File: config.mk
export PLATFORM = sky130hd
export DESIGN_NAME = form_url_decoder_top
export DESIGN_NICKNAME = d
export VERILOG_FILES = /design/src/hdl/fud_pkg.sv /design/src/hdl/fud_decode.sv /design/src/hdl/form_url_decoder_top.sv
export SDC_FILE = /design/constraint.sdc
export NUM_CORES = 1
export LEC_CHECK = 0
export BUFFER_PORTS_ARGS = -buffer_cell sky130_fd_sc_hd__clkbuf_2
export CAP_MARGIN = 20
export CORE_MARGIN = 4
export CORE_UTILIZATION = 38
export DETAILED_ROUTE_END_ITERATION = 10
export HOLD_SLACK_MARGIN = 0.03
export PLACE_DENSITY = 0.64
export SLEW_MARGIN = 20
export SYNTH_ARGS = -nofsm -noshare
export SYNTH_HDL_FRONTEND = slang
export SYNTH_SLANG_ARGS = --single-unit
export TNS_END_PERCENT = 1
File: constraint.sdc
create_clock -name clk -period 4.3 [get_ports clk]
set_clock_uncertainty 0.2 [all_clocks]
set_input_delay 0.645 -clock clk [delete_from_list [all_inputs] [get_ports clk]]
set_output_delay 0.645 -clock clk [all_outputs]
set_load 0.005 [all_outputs]
File: src/hdl/fud_pkg.sv
// Shared types, character constants and the hex digit helper for the form decoder.
package fud_pkg;

	localparam logic [7:0] CH_PERCENT = 8'h25;
	localparam logic [7:0] CH_PLUS    = 8'h2B;
	localparam logic [7:0] CH_SPACE   = 8'h20;
	localparam logic [7:0] CH_0       = 8'h30;
	localparam logic [7:0] CH_9       = 8'h39;
	localparam logic [7:0] CH_UA      = 8'h41;
	localparam logic [7:0] CH_UF      = 8'h46;
	localparam logic [7:0] CH_LA      = 8'h61;
	localparam logic [7:0] CH_LF      = 8'h66;
	localparam logic [7:0] OFS_UPPER  = 8'h37;
	localparam logic [7:0] OFS_LOWER  = 8'h57;

	typedef enum logic [1:0] {
		PH_IDLE  = 2'd0,
		PH_PCT   = 2'd1,
		PH_DIGIT = 2'd2
	} phase_t;

	// Up to three decoded bytes produced by one item, oldest in slot 0.
	typedef struct packed {
		logic [1:0]      cnt;
		logic            eos;
		logic [2:0][7:0] bytes;
	} burst_t;

	typedef struct packed {
		logic       ok;
		logic [3:0] nib;
	} hex_t;

	function automatic hex_t hex_value(input logic [7:0] c);
		hex_t       r;
		logic [7:0] d;
		begin
			r.ok = 1'b1;
			d    = 8'h00;
			if (c >= CH_0 && c <= CH_9) begin
				d = c - CH_0;
			end else if (c >= CH_UA && c <= CH_UF) begin
				d = c - OFS_UPPER;
			end else if (c >= CH_LA && c <= CH_LF) begin
				d = c - OFS_LOWER;
			end else begin
				r.ok = 1'b0;
			end
			r.nib = d[3:0];
			return r;
		end
	endfunction

	function automatic logic [7:0] plain_byte(input logic [7:0] c);
		return (c == CH_PLUS) ? CH_SPACE : c;
	endfunction

endpackage

File: src/hdl/fud_decode.sv
// Escape state machine: turns one encoded byte into a burst of decoded bytes.
module fud_decode
	import fud_pkg::*;
(
	input  logic       clk,
	input  logic       arst_n,
	input  logic       step,
	input  logic [7:0] in_byte,
	input  logic       end_of_string,
	output burst_t     burst
);

	phase_t     phase_q, phase_d;
	logic [3:0] high_nibble_q;
	logic [7:0] first_digit_q;
	hex_t       hx;

	assign hx = hex_value(in_byte);

	always_comb begin
		phase_d = PH_IDLE;
		case (phase_q)
			PH_PCT: begin
				if (!end_of_string && hx.ok) phase_d = PH_DIGIT;
			end
			PH_DIGIT: begin
				phase_d = PH_IDLE;
			end
			default: begin
				if (in_byte == CH_PERCENT && !end_of_string) phase_d = PH_PCT;
			end
		endcase
	end

	always_comb begin
		burst.cnt   = 2'd0;
		burst.eos   = end_of_string;
		burst.bytes = '0;
		case (phase_q)
			PH_PCT: begin
				if (end_of_string) begin
					burst.cnt   = 2'd2;
					burst.bytes = {8'h00, plain_byte(in_byte), CH_PERCENT};
				end else if (!hx.ok) begin
					burst.cnt   = 2'd2;
					burst.bytes = {8'h00, in_byte, CH_PERCENT};
				end
			end
			PH_DIGIT: begin
				if (hx.ok) begin
					burst.cnt   = 2'd1;
					burst.bytes = {16'h0000, high_nibble_q, hx.nib};
				end else begin
					burst.cnt   = 2'd3;
					burst.bytes = {in_byte, first_digit_q, CH_PERCENT};
				end
			end
			default: begin
				if (in_byte == CH_PERCENT) begin
					if (end_of_string) begin
						burst.cnt   = 2'd1;
						burst.bytes = {16'h0000, CH_PERCENT};
					end
				end else begin
					burst.cnt   = 2'd1;
					burst.bytes = {16'h0000, plain_byte(in_byte)};
				end
			end
		endcase
	end

	always_ff @(posedge clk or negedge arst_n) begin
		if (!arst_n) begin
			phase_q       <= PH_IDLE;
			high_nibble_q <= 4'h0;
			first_digit_q <= 8'h00;
		end else if (step) begin
			phase_q <= phase_d;
			if (phase_q == PH_PCT && phase_d == PH_DIGIT) begin
				high_nibble_q <= hx.nib;
				first_digit_q <= in_byte;
			end
		end
	end

	// The last byte of a string always leaves the escape machine idle.
	a_eos_idle: assert property (@(posedge clk) disable iff (!arst_n)
		(step && end_of_string) |=> (phase_q == PH_IDLE))
		else $error("escape state survived end of string");

	// Only a held first digit can yield a three-byte burst.
	a_three_from_digit: assert property (@(posedge clk) disable iff (!arst_n)
		(burst.cnt == 2'd3) |-> (phase_q == PH_DIGIT))
		else $error("three-byte burst outside digit phase");

	// A silent item is a percent or a valid first digit, never a string end.
	a_silent: assert property (@(posedge clk) disable iff (!arst_n)
		(step && burst.cnt == 2'd0) |-> !end_of_string)
		else $error("string ended without a result");

endmodule

File: src/hdl/form_url_decoder_top.sv
// Top level of the streaming form-urlencoded decoder.
//
// Input channel: in_valid/in_ready carry one encoded byte per item (in_byte)
// with end_of_string set on the final byte of a string. Output channel:
// out_valid/out_ready carry one decoded byte per item (out_byte); run_last
// marks the last result caused by an input byte and string_done the last
// result of a string. A '+' decodes to a space and '%' plus two hex digits to
// one byte; broken escapes are passed through raw.
// An accepted item waits in the input register, then moves to the burst
// buffer that offers its results. One input item per cycle is taken while
// each byte yields at most one result and the receiver is ready. An item
// that yields several results holds the single input register until its
// last result is taken; the buffer drains one byte per cycle while the
// receiver is ready. Items that yield nothing (a '%' or a held first digit)
// still occupy the input register. Reset clears the escape state and empties
// both registers. When the receiver stalls, the burst buffer holds its byte
// and the input register keeps at most one further item; in_ready then drops.
module form_url_decoder_top
	import fud_pkg::*;
(
	input  logic       clk,
	input  logic       arst_n,
	input  logic       in_valid,
	output logic       in_ready,
	input  logic [7:0] in_byte,
	input  logic       end_of_string,
	output logic       out_valid,
	input  logic       out_ready,
	output logic [7:0] out_byte,
	output logic       run_last,
	output logic       string_done
);

	logic            valid_s1;
	logic [7:0]      byte_s1;
	logic            eos_s1;
	logic            load;
	logic            pop;
	burst_t          burst;
	logic [1:0]      cnt_q;
	logic            eos_q;
	logic [2:0][7:0] buf_q;

	assign out_valid = (cnt_q != 2'd0);
	assign pop       = out_valid && out_ready;
	assign load      = valid_s1 && ((cnt_q == 2'd0) || (cnt_q == 2'd1 && out_ready));
	assign in_ready  = !valid_s1 || load;

	always_ff @(posedge clk or negedge arst_n) begin
		if (!arst_n) begin
			valid_s1 <= 1'b0;
		end else if (in_ready) begin
			valid_s1 <= in_valid;
		end
	end

	always_ff @(posedge clk) begin
		if (in_ready && in_valid) begin
			byte_s1 <= in_byte;
			eos_s1  <= end_of_string;
		end
	end

	fud_decode u_decode (
		.clk           (clk),
		.arst_n        (arst_n),
		.step          (load),
		.in_byte       (byte_s1),
		.end_of_string (eos_s1),
		.burst         (burst)
	);

	always_ff @(posedge clk or negedge arst_n) begin
		if (!arst_n) begin
			cnt_q <= 2'd0;
		end else if (load) begin
			cnt_q <= burst.cnt;
		end else if (pop) begin
			cnt_q <= cnt_q - 2'd1;
		end
	end

	always_ff @(posedge clk) begin
		if (load) begin
			buf_q <= burst.bytes;
			eos_q <= burst.eos;
		end else if (pop) begin
			buf_q[0] <= buf_q[1];
			buf_q[1] <= buf_q[2];
		end
	end

	assign out_byte    = buf_q[0];
	assign run_last    = (cnt_q == 2'd1);
	assign string_done = (cnt_q == 2'd1) && eos_q;

	// A new burst only replaces the buffer once its last byte leaves.
	a_no_overwrite: assert property (@(posedge clk) disable iff (!arst_n)
		(load && cnt_q != 2'd0) |-> (cnt_q == 2'd1 && out_ready))
		else $error("burst overwritten before it drained");

	// Each taken result without a new load shortens the burst by one.
	a_drain_step: assert property (@(posedge clk) disable iff (!arst_n)
		(pop && !load) |=> (cnt_q == $past(cnt_q) - 2'd1))
		else $error("burst count did not step down");

	// A held item in the input register with an empty buffer moves on at once.
	a_progress: assert property (@(posedge clk) disable iff (!arst_n)
		(valid_s1 && cnt_q == 2'd0) |-> load)
		else $error("input register stalled with empty buffer");

endmodule

==> metrics.txt <==
# TYPE chip_impl_metric gauge
chip_impl_metric{name="ir_drop",unit="V"} 0.000166
chip_impl_metric{name="cp.buffers_inverters",unit=""} 1
chip_impl_metric{name="leakage_power_summed_over_all_cells",unit="nW"} 1.18
chip_impl_metric{name="actual_slew_at_the_worst_max_slew_pin",unit="ns"} 0.797
chip_impl_metric{name="cts.htree.levels",unit=""} 2
chip_impl_metric{name="muxShareOfSynthArea",unit="%"} 5.91
chip_impl_metric{name="postCtsHoldBufs",unit=""} 0
chip_impl_metric{name="fillers",unit=""} 608
chip_impl_metric{name="number_of_pins_exceeding_their_max_slew_limit_in_the_final_report",unit=""} 0
chip_impl_metric{name="detail_route.wl_per_cell",unit="um"} 17.3
chip_impl_info{name="top_library_cells_by_usage_in_the_layout_fill_and_taps_aside",value="sky130_fd_sc_hd__edfxtp_1 (34), sky130_fd_sc_hd__clkbuf_2 (24), sky130_fd_sc_hd__dfrtp_1 (17)"} 1
chip_impl_info{name="worstPathCellList",value="inv_1, ha_1, a21o_1, nand2_1, or3_1, nor3_4, mux2_2"} 1
chip_impl_metric{name="post_synth_and_or_nand_nor_area_fraction",unit="%"} 13.1
chip_impl_metric{name="reg2regPathDepth",unit=""} 7
chip_impl_metric{name="diode_insertion_count_for_antenna_repair",unit=""} 0
chip_impl_metric{name="arrival",unit="ns"} 3.13
chip_impl_metric{name="avgViaCountPerCell",unit=""} 5.47
chip_impl_info{name="synth_top_family_by_area",value="compound AO/OA/AOI/OAI gates"} 1
chip_impl_info{name="top_cells_by_area_in_the_synthesized_netlist",value="sky130_fd_sc_hd__edfxtp_1 (39%), sky130_fd_sc_hd__dfrtp_1 (16%), sky130_fd_sc_hd__a221o_1 (4.2%)"} 1
chip_impl_metric{name="yosys.area.top_type_share",unit="%"} 39.2
chip_impl_metric{name="timing.final.crit_share",unit="%"} 72.7
chip_impl_metric{name="drt_first_pass_iters",unit=""} 4
chip_impl_metric{name="finalWeightedCongestion",unit=""} 0.800
chip_impl_metric{name="maxCapViolCount",unit=""} 0
chip_impl_info{name="critPathCaptureType",value="flop"} 1
chip_impl_metric{name="grt_max_degree",unit=""} 23
chip_impl_info{name="class_of_the_most_critical_hold_timing_path",value="in -> async"} 1
chip_impl_info{name="layout.cells.most_common",value="sky130_fd_sc_hd__edfxtp_1"} 1
chip_impl_metric{name="cp_data_required_time",unit="ns"} 4.30
chip_impl_metric{name="yosysWarningCount",unit=""} 0
chip_impl_info{name="worst_path_max_delay_cell",value="sky130_fd_sc_hd__nor3_4"} 1
chip_impl_metric{name="number_of_synthesized_flops_with_an_enable_pin",unit=""} 34
chip_impl_info{name="timing.critical_path.from_type",value="flop"} 1
chip_impl_metric{name="final-hold-violation-count",unit=""} 0
chip_impl_metric{name="synthCells",unit=""} 210
chip_impl_metric{name="floorplan.die_area",unit="um^2"} 8240
chip_impl_info{name="timing.critical_path.to",value="u_decode.high_nibble_q[0]"} 1
chip_impl_metric{name="number_of_drc_violations_after_detailed_routing_iteration_0",unit=""} 78
chip_impl_metric{name="setup_slack",unit="ns"} 1.17
chip_impl_metric{name="totalPowerFinal",unit="mW"} 1.57
chip_impl_metric{name="seq_area_frac_synth",unit="%"} 55.6
chip_impl_metric{name="placement.io_buffers",unit=""} 24
chip_impl_metric{name="synth-xor-area-share",unit="%"} 0
chip_impl_metric{name="synth_to_layout_area_growth",unit="%"} 7.54
chip_impl_metric{name="grt_overflow",unit=""} 0
chip_impl_info{name="worst_r2r_endpoint",value="u_decode.high_nibble_q[0]"} 1
chip_impl_metric{name="cts_buffers",unit=""} 5
chip_impl_info{name="grt_setup_unrepaired",value="no"} 1
chip_impl_metric{name="maximum_buffer_depth_of_the_clock_tree",unit=""} 2
chip_impl_info{name="worst-setup-path-type",value="reg -> reg"} 1
chip_impl_metric{name="synth_cell_types",unit=""} 45
chip_impl_metric{name="vias",unit=""} 1656
chip_impl_metric{name="async_flop_share",unit="%"} 33.3
chip_impl_metric{name="post-cts-setup-buffer-count",unit=""} 0
chip_impl_info{name="worst_r2r_startpoint",value="cnt_q[0]"} 1
chip_impl_metric{name="critPathMaxFanout",unit=""} 22
chip_impl_metric{name="postSynthRegisterBits",unit=""} 51
chip_impl_metric{name="critical_path_depth",unit=""} 7
chip_impl_metric{name="tns",unit="ns"} 0
chip_impl_metric{name="period_minus_slack",unit="ns"} 3.13
chip_impl_metric{name="die_w",unit="um"} 90.8
chip_impl_metric{name="postSynthAreaPerCell",unit="um^2"} 12.4
chip_impl_info{name="synth_ff_type",value="sky130_fd_sc_hd__edfxtp_1"} 1
chip_impl_metric{name="clk_pin_slew",unit="ns"} 0.09
chip_impl_metric{name="cts_repair_resize_count",unit=""} 0
chip_impl_metric{name="layoutNonFillerInstCount",unit=""} 303
chip_impl_metric{name="power_density",unit="nW/um^2"} 560
chip_impl_metric{name="tritoncts_num_sinks",unit=""} 51
chip_impl_metric{name="timing.slew.headroom",unit="%"} 46.7
chip_impl_metric{name="max_stage_delay",unit="ns"} 0.64
chip_impl_metric{name="synth-compound-area-share",unit="%"} 15.5
chip_impl_metric{name="place_worst_setup_slack",unit="ns"} 1.10
chip_impl_metric{name="drt-total-wl",unit="um"} 5240
chip_impl_metric{name="die_height",unit="um"} 90.8
chip_impl_metric{name="grt_pass1_vias",unit=""} 1632
chip_impl_metric{name="synth_nets",unit=""} 231
chip_impl_metric{name="drive_above_1_share",unit="%"} 21.2
chip_impl_metric{name="ioPinCount",unit=""} 25
chip_impl_metric{name="finalSetupViolCount",unit=""} 0
chip_impl_metric{name="antenna_found_initial",unit=""} 0
chip_impl_metric{name="drc_errors",unit=""} 0
chip_impl_info{name="worst_path_dominant_cell_family",value="simple AND/OR/NAND/NOR gates"} 1
chip_impl_metric{name="row_count",unit=""} 29
chip_impl_metric{name="dp_hpwl",unit="um"} 3640
chip_impl_info{name="run_status",value="finished clean"} 1
chip_impl_metric{name="clk-insertion-delay-late",unit="ns"} 0.31
chip_impl_info{name="synth_top_cell_by_area",value="sky130_fd_sc_hd__edfxtp_1"} 1
chip_impl_metric{name="syn_area",unit="um^2"} 2600
chip_impl_info{name="clock_tree_from_tritoncts",value="done"} 1
chip_impl_info{name="root_buffer_cell",value="sky130_fd_sc_hd__clkbuf_8"} 1
chip_impl_metric{name="core_area",unit="um^2"} 6490
chip_impl_metric{name="layout.nets",unit=""} 246
chip_impl_info{name="worst_setup_path_startpoint",value="cnt_q[0]"} 1
chip_impl_metric{name="post_synth_fa_ha_maj_area_fraction",unit="%"} 3.84
chip_impl_metric{name="grt_util_all_layers",unit="%"} 13.5
chip_impl_metric{name="grt_first_pass_wirelength",unit="um"} 8680
chip_impl_metric{name="max_clock_freq",unit="MHz"} 320
chip_impl_metric{name="ant_nets",unit=""} 0
chip_impl_metric{name="dp_cells",unit=""} 295
chip_impl_metric{name="worst-r2r-setup-slack",unit="ns"} 1.17
chip_impl_metric{name="initial_utilization",unit="%"} 40.1
[through the flow]
| stage | hold slack [ns] | instance area (um^2) | util (%) |
|---|---|---|---|
| floorplan | 0.149 | 2600 | - |
| global placement | 0.290 | 2710 | 41.8 |
| detailed placement | 0.299 | 2710 | 41.8 |
| CTS | 0.0843 | 2800 | 43.1 |
| global route | 0.0889 | 2800 | 43.1 |
| finish | 0.0749 | 2800 | 43.1 |
[cells in the mapped netlist, types with 2 or more instances]
library cell and n:
sky130_fd_sc_hd__o21ai_0 7, sky130_fd_sc_hd__and2_1 11, sky130_fd_sc_hd__edfxtp_1 34, sky130_fd_sc_hd__a21oi_1 5, sky130_fd_sc_hd__a21oi_4 2, sky130_fd_sc_hd__a31oi_1 2, sky130_fd_sc_hd__mux2i_1 3, sky130_fd_sc_hd__nand2_1 11
sky130_fd_sc_hd__a211oi_1 3, sky130_fd_sc_hd__o2111ai_1 2, sky130_fd_sc_hd__a21o_1 5, sky130_fd_sc_hd__nor2b_1 4, sky130_fd_sc_hd__nand3b_1 2, sky130_fd_sc_hd__and3_1 10, sky130_fd_sc_hd__a211o_1 2, sky130_fd_sc_hd__nor2_1 10
sky130_fd_sc_hd__mux2_2 3, sky130_fd_sc_hd__ha_1 8, sky130_fd_sc_hd__buf_4 8, sky130_fd_sc_hd__mux2_4 6, sky130_fd_sc_hd__a22oi_1 2, sky130_fd_sc_hd__dfrtp_1 17, sky130_fd_sc_hd__a221o_1 11, sky130_fd_sc_hd__inv_1 14
sky130_fd_sc_hd__nand3_1 3, sky130_fd_sc_hd__clkbuf_1 6
[area by class of cell]
class	instances	area, um^2	share of cell area [%]
timing repair buffer	24	120	4.29
clock buffer	5	68.8	2.46
inverter	14	52.6	1.88
multi-input combinational	129	997	35.6
clock inverter	3	18.8	0.670
sequential	51	1450	51.7
tap	77	96.3	3.44
[sequential cells by signal, summed over array words and instances, names as in the netlist, 2 cells and up]
name / cells
u_decode.first_digit_q: 8
out_byte: 8
u_decode.high_nibble_q: 4
byte_s1: 8
u_decode.phase_q: 2
buf_q: 16
cnt_q: 2
[worst min path at each step]
| stage | end | slack [ns] | cells past startpoint |
|---|---|---|---|
| 3_5_place_dp | u_decode.phase_q[1] | 0.30 | 1 |
| 2_1_floorplan | cnt_q[0] | 0.15 | 0 |
| 4_1_cts | cnt_q[1] | 0.08 | 1 |
| 3_3_place_gp | u_decode.phase_q[1] | 0.29 | 1 |
| 6_report | valid_s1 | 0.07 | 1 |
| 5_1_grt | u_decode.first_digit_q[3] | 0.09 | 1 |
[layer usage]
metal	global-route usage [%]	up-vias	share of wire [%]
met5	0	-	0
met4	5.78	0	2.3
met3	2.75	10	4.0
met2	21.1	37	46
met1	18.3	803	48
li1	-	806	-
[where the power goes]
| part | total (mW) | switching, mW | internal [mW] |
|---|---|---|---|
| combinational | 0.480 | 0.283 | 0.197 |
| clock | 0.280 | 0.165 | 0.115 |
| sequential | 0.809 | 0.0818 | 0.727 |
| total | 1.57 | 0.530 | 1.04 |
[cells by family (layout without fill, tap and decap cells)]
group	count (synthesis)	after routing
adders and majority gates	8	8
muxes	12	12
buffers and inverters	30	46
and+or+nand+nor	59	59
DFF	51	51
AOI/OAI and AO/OA	50	50
Note: power is estimated with default switching activity, not from simulation.
